### src/hw/rtl/retry_bitmap_request_tracker_macros.svh
// Assertion macros for the retry bitmap request tracker.
`ifndef RETRY_BITMAP_REQUEST_TRACKER_MACROS_SVH
`define RETRY_BITMAP_REQUEST_TRACKER_MACROS_SVH

// Condition holds at every edge outside reset.
`define RBRT_ASSERT_ALWAYS(lbl, cond, msg) \
   lbl: assert property (@(posedge clock) disable iff (reset) (cond)) \
      else $error(msg);

// Antecedent at one edge implies the consequent at the next.
`define RBRT_ASSERT_NEXT(lbl, ante, cons, msg) \
   lbl: assert property (@(posedge clock) disable iff (reset) (ante) |=> (cons)) \
      else $error(msg);

`endif

### src/hw/rtl/rbrt_pkg.sv
// Types and constants shared by the retry bitmap request tracker.
`timescale 1ns / 1ps
package rbrt_pkg;

   localparam int HEADER_BYTES = 7;
   localparam int IDX_W        = 18;
   localparam int CSR_INDEX_W  = 3;
   localparam int CSR_DATA_W   = 16;

   localparam int POS_MAGIC_FIRST  = 0;
   localparam int POS_MAGIC_SECOND = 1;
   localparam int POS_TYPE         = 2;
   localparam int POS_TRANSFER_ID  = 3;
   localparam int POS_START_LOW    = 4;
   localparam int POS_START_HIGH   = 5;
   localparam int POS_LENGTH       = 6;

   localparam logic [CSR_INDEX_W-1:0] CSR_MAGIC_FIRST     = 3'd0;
   localparam logic [CSR_INDEX_W-1:0] CSR_MAGIC_SECOND    = 3'd1;
   localparam logic [CSR_INDEX_W-1:0] CSR_RETRY_TYPE_CODE = 3'd2;
   localparam logic [CSR_INDEX_W-1:0] CSR_TRANSFER_ID     = 3'd3;
   localparam logic [CSR_INDEX_W-1:0] CSR_TOTAL_PACKETS   = 3'd4;
   localparam logic [CSR_INDEX_W-1:0] CSR_TRANSFER_ACTIVE = 3'd5;

   typedef enum logic [1:0] {
      KIND_BYTE  = 2'd0,
      KIND_FETCH = 2'd1,
      KIND_CLEAR = 2'd2
   } kind_type;

   typedef enum logic [2:0] {
      ST_ACCEPTED   = 3'd0,
      ST_INACTIVE   = 3'd1,
      ST_BAD_HEADER = 3'd2,
      ST_TRUNCATED  = 3'd3,
      ST_OVERFLOW   = 3'd4,
      ST_FETCH      = 3'd5
   } status_type;

   typedef enum logic [2:0] {
      FSM_IDLE,
      FSM_BIT,
      FSM_SEARCH,
      FSM_APPEND,
      FSM_FETCH,
      FSM_FINISH
   } fsm_type;

   typedef struct packed {
      logic [1:0] kind;
      logic [7:0] data_byte;
      logic       last_byte;
   } req_type;

   typedef struct packed {
      logic [2:0]  status;
      logic        resend_valid;
      logic [15:0] resend_index;
      logic [10:0] requested_count;
      logic [6:0]  pending_count;
      logic [31:0] retry_round;
   } rsp_type;

endpackage

### src/hw/rtl/rbrt_ring_ram.sv
// Single-port-write, registered-read memory holding the pending index ring.
`timescale 1ns / 1ps
module rbrt_ring_ram #(
   parameter int DEPTH = 64,
   parameter int WIDTH = 16
) (
   input  logic                     clock,
   input  logic                     wr_en,
   input  logic [$clog2(DEPTH)-1:0] wr_addr,
   input  logic [WIDTH-1:0]         wr_data,
   input  logic                     rd_en,
   input  logic [$clog2(DEPTH)-1:0] rd_addr,
   output logic [WIDTH-1:0]         rd_data
);

   logic [WIDTH-1:0] mem [DEPTH];
   logic [WIDTH-1:0] rd_data_ff;

   always_ff @(posedge clock) begin
      if (wr_en) begin
         mem[wr_addr] <= wr_data;
      end
   end

   always_ff @(posedge clock) begin
      if (rd_en) begin
         rd_data_ff <= mem[rd_addr];
      end
   end

   assign rd_data = rd_data_ff;

endmodule

### src/hw/rtl/retry_bitmap_request_tracker.sv
// Top level of the retry bitmap request tracker: packet parser, ring control and results.
`timescale 1ns / 1ps
`include "retry_bitmap_request_tracker_macros.svh"
// Takes retry-request control packets one byte per transfer (start while busy is low),
// plus fetch and clear commands, and keeps an ordered ring of packet indices to resend.
// Header bytes, trailing bytes and bytes past MAX_PACKET_BYTES are taken in the idle
// state. A bitmap byte steps through its eight bits; each in-range set bit is compared
// with the pending entries until a match or the end, and is appended if it is new. The
// duplicate search reads the pending memory one entry a cycle through its single read
// port. A final byte passes through the finish state and a fetch that pops through the
// fetch state; a clear or an empty fetch is answered from idle. Each result is shown on
// rsp_data for one cycle with rsp_valid high, the cycle after its command completes, and
// cannot be held off. The ring memory needs no clearing pass after reset.
module retry_bitmap_request_tracker
   import rbrt_pkg::*;
#(
   parameter int PENDING_DEPTH    = 64,
   parameter int MAX_PACKET_BYTES = 262
) (
   input  logic                   clock,
   input  logic                   reset,
   input  logic                   start,
   output logic                   busy,
   input  req_type                req_data,
   output logic                   rsp_valid,
   output rsp_type                rsp_data,
   input  logic                   csr_we,
   input  logic [CSR_INDEX_W-1:0] csr_index,
   input  logic [CSR_DATA_W-1:0]  csr_wdata
);

   localparam int AW = $clog2(PENDING_DEPTH);
   localparam int CW = $clog2(PENDING_DEPTH + 1);
   localparam int PW = $clog2(MAX_PACKET_BYTES + 1);
   localparam int LW = (PW > 9) ? PW : 9;

   logic [7:0]  magic_first_ff, magic_second_ff, type_code_ff, transfer_id_ff;
   logic [15:0] total_packets_ff;
   logic        active_ff;

   fsm_type     state_ff, state_in;
   logic [AW-1:0] rd_slot_ff, rd_slot_in;
   logic [CW-1:0] total_ff, total_in;
   logic [CW-1:0] app_ff, app_in;
   logic [PW-1:0] pos_ff, pos_in;
   logic [15:0] start_ff, start_in;
   logic [7:0]  len_ff, len_in;
   logic        hb_ff, hb_in;
   logic [10:0] reqrun_ff, reqrun_in;
   logic [31:0] round_ff, round_in;
   logic        err_ff, err_in;
   logic [7:0]  byte_ff, byte_in;
   logic [IDX_W-1:0] base_ff, base_in;
   logic [2:0]  bit_ff, bit_in;
   logic        last_ff, last_in;
   logic [AW-1:0] cmp_ff, cmp_in;
   logic        rsp_valid_ff, rsp_valid_in;
   rsp_type     rsp_ff, rsp_in;

   logic        wr_en, rd_en;
   logic [AW-1:0] wr_addr, rd_addr;
   logic [15:0] wr_data, rd_data;

   logic [IDX_W-1:0] cand_idx;
   logic        body;
   logic        complete;
   logic [CW-1:0] total_less;
   fsm_type     after_bits;

   function automatic logic [AW-1:0] ring_add(input logic [AW-1:0] a, input logic [CW-1:0] b);
      logic [CW:0] sum;
      sum = (CW+1)'(a) + (CW+1)'(b);
      if (sum >= (CW+1)'(PENDING_DEPTH)) begin
         sum = sum - (CW+1)'(PENDING_DEPTH);
      end
      return sum[AW-1:0];
   endfunction

   rbrt_ring_ram #(
      .DEPTH (PENDING_DEPTH),
      .WIDTH (16)
   ) u_ring (
      .clock   (clock),
      .wr_en   (wr_en),
      .wr_addr (wr_addr),
      .wr_data (wr_data),
      .rd_en   (rd_en),
      .rd_addr (rd_addr),
      .rd_data (rd_data)
   );

   assign cand_idx   = base_ff + IDX_W'(bit_ff);
   assign after_bits = last_ff ? FSM_FINISH : FSM_IDLE;
   assign total_less = total_ff - CW'(1);
   assign busy       = (state_ff != FSM_IDLE);
   assign rsp_valid  = rsp_valid_ff;
   assign rsp_data   = rsp_ff;

   always_comb begin
      state_in     = state_ff;
      rd_slot_in   = rd_slot_ff;
      total_in     = total_ff;
      app_in       = app_ff;
      pos_in       = pos_ff;
      start_in     = start_ff;
      len_in       = len_ff;
      hb_in        = hb_ff;
      reqrun_in    = reqrun_ff;
      round_in     = round_ff;
      err_in       = err_ff;
      byte_in      = byte_ff;
      base_in      = base_ff;
      bit_in       = bit_ff;
      last_in      = last_ff;
      cmp_in       = cmp_ff;
      rsp_valid_in = 1'b0;
      rsp_in       = '0;
      wr_en        = 1'b0;
      wr_addr      = ring_add(rd_slot_ff, total_ff);
      wr_data      = cand_idx[15:0];
      rd_en        = 1'b0;
      rd_addr      = rd_slot_ff;
      body         = 1'b0;
      complete     = 1'b0;

      unique case (state_ff)
         FSM_IDLE: begin
            if (start) begin
               if (req_data.kind == KIND_FETCH) begin
                  if (total_ff != '0) begin
                     rd_en    = 1'b1;
                     state_in = FSM_FETCH;
                  end else begin
                     rsp_valid_in               = 1'b1;
                     rsp_in.status              = ST_FETCH;
                     rsp_in.pending_count       = 7'(total_ff);
                     rsp_in.retry_round         = round_ff;
                  end
               end else if (req_data.kind == KIND_CLEAR) begin
                  rd_slot_in           = '0;
                  total_in             = '0;
                  app_in               = '0;
                  err_in               = 1'b0;
                  pos_in               = '0;
                  hb_in                = 1'b0;
                  reqrun_in            = '0;
                  rsp_valid_in         = 1'b1;
                  rsp_in.status        = ST_ACCEPTED;
                  rsp_in.retry_round   = round_ff;
               end else if (req_data.kind == KIND_BYTE) begin
                  if (pos_ff == '0) begin
                     hb_in     = err_ff;
                     reqrun_in = '0;
                     start_in  = '0;
                     len_in    = '0;
                     app_in    = '0;
                  end
                  state_in = req_data.last_byte ? FSM_FINISH : FSM_IDLE;
                  last_in  = req_data.last_byte;
                  if (LW'(pos_ff) < LW'(MAX_PACKET_BYTES)) begin
                     body = LW'(pos_ff) < LW'(HEADER_BYTES) + LW'(len_in);
                     if (body && !active_ff) begin
                        hb_in = 1'b1;
                     end
                     priority if (pos_ff == PW'(POS_MAGIC_FIRST)) begin
                        if (req_data.data_byte != magic_first_ff) hb_in = 1'b1;
                     end else if (pos_ff == PW'(POS_MAGIC_SECOND)) begin
                        if (req_data.data_byte != magic_second_ff) hb_in = 1'b1;
                     end else if (pos_ff == PW'(POS_TYPE)) begin
                        if (req_data.data_byte != type_code_ff) hb_in = 1'b1;
                     end else if (pos_ff == PW'(POS_TRANSFER_ID)) begin
                        if (req_data.data_byte != transfer_id_ff) hb_in = 1'b1;
                     end else if (pos_ff == PW'(POS_START_LOW)) begin
                        start_in = {8'd0, req_data.data_byte};
                     end else if (pos_ff == PW'(POS_START_HIGH)) begin
                        start_in = {req_data.data_byte, start_in[7:0]};
                     end else if (pos_ff == PW'(POS_LENGTH)) begin
                        len_in = req_data.data_byte;
                     end else begin
                        if (body && !hb_in && !err_ff) begin
                           byte_in  = req_data.data_byte;
                           bit_in   = '0;
                           base_in  = IDX_W'(start_in)
                                    + ((IDX_W'(pos_ff) - IDX_W'(HEADER_BYTES)) << 3);
                           state_in = FSM_BIT;
                        end
                     end
                     if (!hb_in && LW'(pos_ff) >= LW'(POS_LENGTH)
                         && LW'(pos_ff) + LW'(1) == LW'(HEADER_BYTES) + LW'(len_in)) begin
                        round_in = round_ff + 32'd1;
                     end
                     pos_in = pos_ff + PW'(1);
                  end
               end
            end
         end

         FSM_BIT: begin
            if (byte_ff[bit_ff] && cand_idx < IDX_W'(total_packets_ff)) begin
               reqrun_in = reqrun_ff + 11'd1;
               if (total_ff == '0) begin
                  state_in = FSM_APPEND;
               end else begin
                  rd_en    = 1'b1;
                  rd_addr  = rd_slot_ff;
                  cmp_in   = '0;
                  state_in = FSM_SEARCH;
               end
            end else if (bit_ff == 3'd7) begin
               state_in = after_bits;
            end else begin
               bit_in = bit_ff + 3'd1;
            end
         end

         FSM_SEARCH: begin
            if (rd_data == cand_idx[15:0]) begin
               if (bit_ff == 3'd7) begin
                  state_in = after_bits;
               end else begin
                  bit_in   = bit_ff + 3'd1;
                  state_in = FSM_BIT;
               end
            end else if (CW'(cmp_ff) + CW'(1) == total_ff) begin
               state_in = FSM_APPEND;
            end else begin
               cmp_in  = cmp_ff + AW'(1);
               rd_en   = 1'b1;
               rd_addr = ring_add(rd_slot_ff, CW'(cmp_ff) + CW'(1));
            end
         end

         FSM_APPEND: begin
            if (total_ff == CW'(PENDING_DEPTH)) begin
               err_in     = 1'b1;
               rd_slot_in = '0;
               total_in   = '0;
               app_in     = '0;
               state_in   = after_bits;
            end else begin
               wr_en    = 1'b1;
               total_in = total_ff + CW'(1);
               app_in   = app_ff + CW'(1);
               if (bit_ff == 3'd7) begin
                  state_in = after_bits;
               end else begin
                  bit_in   = bit_ff + 3'd1;
                  state_in = FSM_BIT;
               end
            end
         end

         FSM_FETCH: begin
            rd_slot_in = (CW'(rd_slot_ff) + CW'(1) == CW'(PENDING_DEPTH))
                       ? '0 : rd_slot_ff + AW'(1);
            total_in   = total_less;
            app_in     = (app_ff > total_less) ? total_less : app_ff;
            rsp_valid_in         = 1'b1;
            rsp_in.status        = ST_FETCH;
            rsp_in.resend_valid  = 1'b1;
            rsp_in.resend_index  = rd_data;
            rsp_in.pending_count = 7'(total_less);
            rsp_in.retry_round   = round_ff;
            state_in             = FSM_IDLE;
         end

         FSM_FINISH: begin
            pos_in   = '0;
            complete = LW'(pos_ff) >= LW'(HEADER_BYTES)
                     && LW'(pos_ff) >= LW'(HEADER_BYTES) + LW'(len_ff);
            rsp_valid_in       = 1'b1;
            rsp_in.retry_round = round_ff;
            if (err_ff) begin
               rsp_in.status = ST_OVERFLOW;
            end else if (complete && !hb_ff) begin
               app_in                 = '0;
               rsp_in.status          = ST_ACCEPTED;
               rsp_in.requested_count = reqrun_ff;
            end else begin
               total_in = (app_ff <= total_ff) ? total_ff - app_ff : '0;
               app_in   = '0;
               if (!active_ff) begin
                  rsp_in.status = ST_INACTIVE;
               end else if (hb_ff || LW'(pos_ff) < LW'(HEADER_BYTES)) begin
                  rsp_in.status = ST_BAD_HEADER;
               end else begin
                  rsp_in.status = ST_TRUNCATED;
               end
            end
            rsp_in.pending_count = 7'(total_in);
            state_in             = FSM_IDLE;
         end

         default: begin
            state_in = FSM_IDLE;
         end
      endcase
   end

   always_ff @(posedge clock) begin
      if (reset) begin
         state_ff         <= FSM_IDLE;
         rd_slot_ff       <= '0;
         total_ff         <= '0;
         app_ff           <= '0;
         pos_ff           <= '0;
         hb_ff            <= 1'b0;
         reqrun_ff        <= '0;
         round_ff         <= '0;
         err_ff           <= 1'b0;
         rsp_valid_ff     <= 1'b0;
         magic_first_ff   <= '0;
         magic_second_ff  <= '0;
         type_code_ff     <= '0;
         transfer_id_ff   <= '0;
         total_packets_ff <= '0;
         active_ff        <= 1'b0;
      end else begin
         state_ff     <= state_in;
         rd_slot_ff   <= rd_slot_in;
         total_ff     <= total_in;
         app_ff       <= app_in;
         pos_ff       <= pos_in;
         hb_ff        <= hb_in;
         reqrun_ff    <= reqrun_in;
         round_ff     <= round_in;
         err_ff       <= err_in;
         rsp_valid_ff <= rsp_valid_in;
         if (csr_we) begin
            unique case (csr_index)
               CSR_MAGIC_FIRST:     magic_first_ff   <= csr_wdata[7:0];
               CSR_MAGIC_SECOND:    magic_second_ff  <= csr_wdata[7:0];
               CSR_RETRY_TYPE_CODE: type_code_ff     <= csr_wdata[7:0];
               CSR_TRANSFER_ID:     transfer_id_ff   <= csr_wdata[7:0];
               CSR_TOTAL_PACKETS:   total_packets_ff <= csr_wdata;
               CSR_TRANSFER_ACTIVE: active_ff        <= csr_wdata[0];
               default: begin
               end
            endcase
         end
      end
   end

   always_ff @(posedge clock) begin
      start_ff <= start_in;
      len_ff   <= len_in;
      byte_ff  <= byte_in;
      base_ff  <= base_in;
      bit_ff   <= bit_in;
      last_ff  <= last_in;
      cmp_ff   <= cmp_in;
      rsp_ff   <= rsp_in;
   end

   `RBRT_ASSERT_ALWAYS(a_total_bound, total_ff <= CW'(PENDING_DEPTH), "ring occupancy past depth")
   `RBRT_ASSERT_ALWAYS(a_append_bound, app_ff <= total_ff, "tentative appends exceed occupancy")
   `RBRT_ASSERT_ALWAYS(a_error_empty, !err_ff || total_ff == '0, "ring not empty under error")
   `RBRT_ASSERT_ALWAYS(a_rsp_idle, !rsp_valid_ff || state_ff == FSM_IDLE, "result while busy")
   `RBRT_ASSERT_NEXT(a_fetch_pop, start && !busy && req_data.kind == KIND_FETCH && total_ff != '0, state_ff == FSM_FETCH, "pop not started")

endmodule

### config.mk
export PLATFORM = sky130hd
export DESIGN_NAME = retry_bitmap_request_tracker
export DESIGN_NICKNAME = d
export VERILOG_FILES = /design/src/hw/rtl/rbrt_pkg.sv /design/src/hw/rtl/rbrt_ring_ram.sv /design/src/hw/rtl/retry_bitmap_request_tracker.sv
export VERILOG_INCLUDE_DIRS = /design/src /design/src/hw/rtl
export SDC_FILE = /design/constraint.sdc
export NUM_CORES = 2
export LEC_CHECK = 0
export BUFFER_PORTS_ARGS = -buffer_cell sky130_fd_sc_hd__buf_2
export CORE_ASPECT_RATIO = 0.9
export CORE_MARGIN = 5
export CORE_UTILIZATION = 30
export CTS_CLUSTER_SIZE = 40
export DETAILED_ROUTE_END_ITERATION = 8
export HOLD_SLACK_MARGIN = 0.12
export PLACE_DENSITY = 0.49
export RECOVER_POWER = 25
export SETUP_SLACK_MARGIN = 0.2
export SLEW_MARGIN = 20
export SYNTH_ARGS = -nofsm -noshare
export SYNTH_HDL_FRONTEND = slang
export SYNTH_SLANG_ARGS = --single-unit
export TNS_END_PERCENT = 50
### constraint.sdc
create_clock -name clock -period 8.14 [get_ports clock]
set_input_delay 1.628 -clock clock [delete_from_list [all_inputs] [get_ports clock]]
set_output_delay 1.628 -clock clock [all_outputs]
set_load 0.02 [all_outputs]
After elaboration in Yosys (flattened, before gate mapping)
Memories as Yosys holds them, arrays and structs flattened. A register that Yosys moved wholly into a read port is not among the register bits. Index checks and enable logic that the tools add are counted.

Memory bits (writable): 1024. Word-level logic and storage cells: 370. Memories: 1. Output and inout bits: 72. Input port bits: 34. Register bits: 257.

Bitwise gates (word level): 11. Reductions and logical operators: 50. Add/subtract/negate cells: 22. Magnitude comparators: 12. Equality and inequality tests: 60. Muxes and demuxes: 185.

Memories: u_ring.mem (words 64, width 16, read ports 1, clocked after Yosys merged registers in 1, wr ports 1, RTL line rbrt_ring_ram.sv:16) `logic [WIDTH-1:0] mem [DEPTH];`.

Operators with widths (count): 16-bit 2-to-1 mux (13); 8-bit 2-to-1 mux (20); 3-bit 2-to-1 mux (45); 39-bit one-hot mux with 3 select lines (1); 7-bit 2-to-1 mux (16); 6-bit 2-to-1 mux (14); 39-bit 2-to-1 mux (2); 11-bit 2-to-1 mux (6); 32-bit 2-to-1 mux (2); 7-bit one-hot mux with 4 select lines (2); 2-bit inequality test (second input constant) (24); 1-bit 2-to-1 mux (47); 9-bit 2-to-1 mux (5); 32-bit by 1-bit adder with 32-bit output (second input constant) (1); 8-bit inequality test (4); 3-bit by 8-bit adder with 9-bit output (first input constant) (3); 9-bit by 3-bit equality test with 1-bit output (second input constant) (3); 5-bit AND reduction (5); 3-bit inequality test (second input constant) (8); 3-bit one-hot mux with 4 select lines (2); 11-bit one-hot mux with 2 select lines (1); 17-bit by 13-bit adder with 18-bit output (1); 18-bit by 3-bit adder with 18-bit output (1); 9-bit by 2-bit equality test with 1-bit output (second input constant) (2); other kinds (59) (112).

Logic depth before layout (Yosys ltp)
Depth in word-level cells: 34. Gate-level depth with buffers: 22. Gate-level depth less buffers: 18.

Hierarchy
A second synthesis with hierarchy kept.

Cell total of the unflattened synthesis: 3517. Area, all modules: 55030.3 µm².

Modules (own cells, without submodules): rbrt_ring_ram (instances 1, seq. area each 31230.0 µm², cells an instance 1830, area an instance 40252.4 µm²); retry_bitmap_request_tracker (instances 1, seq. area each 5745.5 µm², cells an instance 1687, area an instance 14777.9 µm²).

Least setup slack after synthesis
No wires, ideal clock.

Path type: reg-to-reg. Start: reg bit_ff[1]. End: reg u_ring.rd_data_ff[0] (netlist: u_ring.rd_data[0]), read port of u_ring.mem, enable pin. Path buffers: 0. Arrival time: 6346 ps. Required time: 7729 ps. Cell stages (with the launch flop): 17. Library setup time: 411 ps. Setup slack: 1382 ps. Clock period less this slack: 6758 ps. Path through: edfxtp_1 ha_1 a211oi_1 or4_1 xnor2_1 ha_1 a21o_1 a21o_1 a21oi_1 nor2b_1 o21ai_0 o2111ai_1 nor2_1 o21ai_0 nor2b_1 a31oi_1 o21ai_0.

Cells in the longest elaborated chain, start to end: 5. Elaborated cells between the ends (all ways): 11. Classes of those cells: add/sub: 1; order compare: 1; eq/ne: 1; mux: 7; reduce/logical: 1.

Ends and longest elaborated chain: from (decl) (RTL line retry_bitmap_request_tracker.sv:54) `logic [2:0] bit_ff, bit_in;`; from (signal assigned) (RTL line retry_bitmap_request_tracker.sv:349) `bit_ff <= bit_in;`; 18-bit by 3-bit adder with 18-bit output * (RTL line retry_bitmap_request_tracker.sv:92) `assign cand_idx = base_ff + IDX_W'(bit_ff);`; named net cand_idx[11] (RTL line retry_bitmap_request_tracker.sv:64) `logic [IDX_W-1:0] cand_idx;`; 18-bit by 16-bit < comparator with 1-bit output (RTL line retry_bitmap_request_tracker.sv:199) `if (byte_ff[bit_ff] && cand_idx < IDX_W'(total_packets_ff)) begin`; 1-bit logical AND (RTL line retry_bitmap_request_tracker.sv:199); 1-bit 2-to-1 mux (RTL line retry_bitmap_request_tracker.sv:199); 1-bit one-hot mux with 3 select lines * (RTL line retry_bitmap_request_tracker.sv:126) `unique case (state_ff)`; named net rd_en (RTL line retry_bitmap_request_tracker.sv:60) `logic wr_en, rd_en;`; to (decl) (RTL line rbrt_ring_ram.sv:17) `logic [WIDTH-1:0] rd_data_ff;`.

The timed path passes the listed nets; every way through them passes the cells marked *. The select of a mux whose other input is x is not followed. A chain may end at the register's enable or synchronous reset.

Worst setup path in the final report
Start: reg bit_ff[2]. End: reg u_ring.rd_data_ff[11] (netlist: u_ring.rd_data[11]), read port of u_ring.mem, enable pin.

The elaborated chain is that of the path after synthesis.

==> results.sh <==
export IMPL_grt_pass1_vias=34700
export IMPL_vias=35800
export IMPL_syn_to_final_growth_pct=14.9
export IMPL_fin_cells=7081
export IMPL_cp_required_ns=8.58
export IMPL_cts_tree="yes"
export IMPL_cp_end_kind="flop"
export IMPL_max_cap_viol_count=7
export IMPL_relSlewSlack_pct=-159
export IMPL_core_area_um2=181000
export IMPL_grt_pass1_wl_mm=241
export IMPL_die_w_um=461
export IMPL_total_power_mw=14.8
export IMPL_critPathBufInv=3
export IMPL_fin_crit_ns=7.13
export IMPL_path_clk_slew_ns=0.06
export IMPL_synthArstFlopShare_pct=0
export IMPL_syn_area_um2=54800
export IMPL_synth_nets=4585
export IMPL_critical_path_class="reg2reg"
export IMPL_gp_congestion=0.821
export IMPL_start_util_pct=30.2
export IMPL_drv_slew=366
export IMPL_drtIter0Drc=4004
export IMPL_grt_start_max_net_pins=129
export IMPL_fin_setup_tns_ns=0
export IMPL_die_h_um=416
export IMPL_timing_reg2reg_setup_slack_ns=1.01
export IMPL_fmax_mhz=140
export IMPL_cts_sinks=1297
export IMPL_layout_drive_gt1_share_pct=9.10
export IMPL_min_period_over_period_pct=87.6
export IMPL_place_ws_ns=1.40
export IMPL_cts_setup_buffers=0
export IMPL_dp_cells=6828
export IMPL_whs_ns=0.454
export IMPL_ir_worst_vdd_uv=154
export IMPL_ys_warnings_count=0
export IMPL_cts_resized=0
export IMPL_critPathSlowestCell="clkbuf_1"
export IMPL_slowest_delay_ns=2.74
export IMPL_cts_htree_levels=4
export IMPL_path_delay_family="buffers and inverters"
export IMPL_synth_top_cell_area_share_pct=60.3
export IMPL_worstPathArrival_ns=7.56
export IMPL_synthFlopType="edfxtp_1"
export IMPL_overflow=0
export IMPL_clkLatencyLatePin_ns=0.79
export IMPL_port_buffers=105
export IMPL_track_usage_pct=16.8
export IMPL_hpwl_mm=96.6
export IMPL_finalHoldViolations=0
export IMPL_synth_edf_count=1100
export IMPL_hold_buffers=0
export IMPL_cp_start_kind="flop"
export IMPL_final_nets=4702
export IMPL_avgSynthCellArea_um2=12.3
export IMPL_worst_pin_slew_ns=3.88
export IMPL_path_max_fanout=65
export IMPL_cts_inserted_buffers=140
export IMPL_synth_seq_cells=1297
export IMPL_wire_per_inst_um=23.2
export IMPL_rows=148
export IMPL_failed_checks="capacitance limit, slew limit"
export IMPL_netlist_instances=4454
export IMPL_outcome="finished, violations left"
export IMPL_routed_wl_mm=164
export IMPL_boundaryPins=106
export IMPL_rsz0062_at_grt="false"
export IMPL_dr_pass1_iters=6
export IMPL_ys_types=78
export IMPL_antenna_found_initial=5
export IMPL_p_per_area_nw_per_um2=234
export IMPL_p_leak_nw=22.1
export IMPL_synth_area_top_cells="edfxtp_1 60%, dfxtp_1 7.2%, nand2_1 6.9%"
export IMPL_cts_root_buf="clkbuf_16"
export IMPL_synth_area_leader_cell="edfxtp_1"
export IMPL_seq_area_frac_synth_pct=67.4
export IMPL_viasPerCell=5.06
export IMPL_hold_class="reg2reg"
export IMPL_drc_errors=0
export IMPL_clock_path_buffers=3
export IMPL_ant_nets=0
export IMPL_setup_slack_ns=1.01
export IMPL_finalSetupViolCount=0
export IMPL_dieArea_um2=191000
export IMPL_finClkSkew_ns=0.0420
export IMPL_crit_chain="ha_1 > o211ai_1 > nor3_1 > xor2_4 > clkbuf_1 > ha_1 > a21oi_1 > o21ai_0 > buf_4 > nor2b_1 > a31oi_1 > o21ai_2 > buf_4"
[path summary, 6_finish.rpt]
| kind | endpoint | from | depth (start not counted) |
|---|---|---|---|
| worst min-delay path | total_packets_ff[12] | total_packets_ff[12] | 2 |
| worst max register to register | u_ring.rd_data[11] | bit_ff[2] | 13 |
| worst max-delay path | u_ring.rd_data[11] | bit_ff[2] | 13 |
| worst min register to register | total_packets_ff[12] | total_packets_ff[12] | 2 |
[routing by layer]
metal | routed length [µm] | share of wire [%] | global-route usage [%] | vias up
met5 | 13 | 0.0079 | 0 | -
met4 | 3200 | 1.9 | 3.99 | 2
met3 | 10200 | 6.2 | 2.88 | 216
met2 | 72600 | 44 | 25.2 | 1077
met1 | 78400 | 48 | 25.2 | 18000
li1 | - | - | - | 16500
[worst reg2reg max path, delay by kind of cell (launching register included)]
| family | cells | cell delay, ns |
|---|---|---|
| compound gates | 5 | 0.79 |
| xor+xnor | 1 | 0.20 |
| fa+ha+maj | 2 | 1.07 |
| buf+inv | 3 | 3.33 |
| flops | 1 | 0.48 |
| simple gates | 2 | 0.90 |
[cells in the mapped netlist, drive strengths merged, types with 70 or more instances]
cell,count
buf,87
dfxtp,197
edfxtp,1100
inv,70
xnor2,76
ha,92
a32oi,129
nand3,316
mux2i,141
xor2,111
nand4,178
nor2,193
nand2,1003
clkbuf,165
a21oi,125
[power breakdown]
part	switching [mW]	internal, mW
clock network	2.71	3.58
logic	0.823	0.384
registers	0.0558	7.21
[through the flow]
step / utilization (%) / area [µm²]
final: 34.8 / 63000
after global routing: 34.8 / 63000
after CTS: 34.8 / 63100
after detailed placement: 32.3 / 58600
after global placement: 32.3 / 58600
after floorplan: - / 54800
[cell families (layout without fill, tap and decap cells)]
family | count (synthesis) | in the layout | synth area share, %
buffers and inverters | 322 | 548 | 2.40
and+or+nand+nor | 1929 | 1929 | 16.0
xor gates and xnor gates | 189 | 189 | 3.08
muxes | 164 | 164 | 3.09
DFF | 1297 | 1297 | 67.4
AOI/OAI and AO/OA | 456 | 456 | 5.75
other | 0 | 1 | 0
adders and majority gates | 97 | 97 | 2.28
[registers in the layout (all words and copies together), names as in the netlist, 7 cells and up]
name              cells
u_ring.mem         1024
rsp_data             70
round_ff             32
base_ff              18
start_ff             16
total_packets_ff     16
u_ring.rd_data       16
reqrun_ff            11
pos_ff                9
byte_ff               8
len_ff                8
magic_first_ff        8
magic_second_ff       8
transfer_id_ff        8
type_code_ff          8
app_ff                7
total_ff              7
[layout by cell type (no fill, tap or decap), types with 104 or more instances in the layout]
cell type  Yosys  final
xor2_1       111    104
mux2i_1      141    140
a32oi_1      129    129
nand3_1      316    316
nand2_1     1003   1003
clkbuf_16      0    143
nand4_1      178    178
nor2_1       192    186
a21oi_1      124    123
edfxtp_1    1100   1100
dfxtp_1      197    197
[final cells by class]
type                       count  area [µm²]
multi-input combinational   2835       16800
inverter                      70         263
fill                       17600      118000
sequential                  1297       37000
tap                         2400        3000
timing repair buffer         227        1470
clock inverter                73         776
clock buffer                 178        3710
antenna                        1        2.50
(Power assumes the default switching activity.)
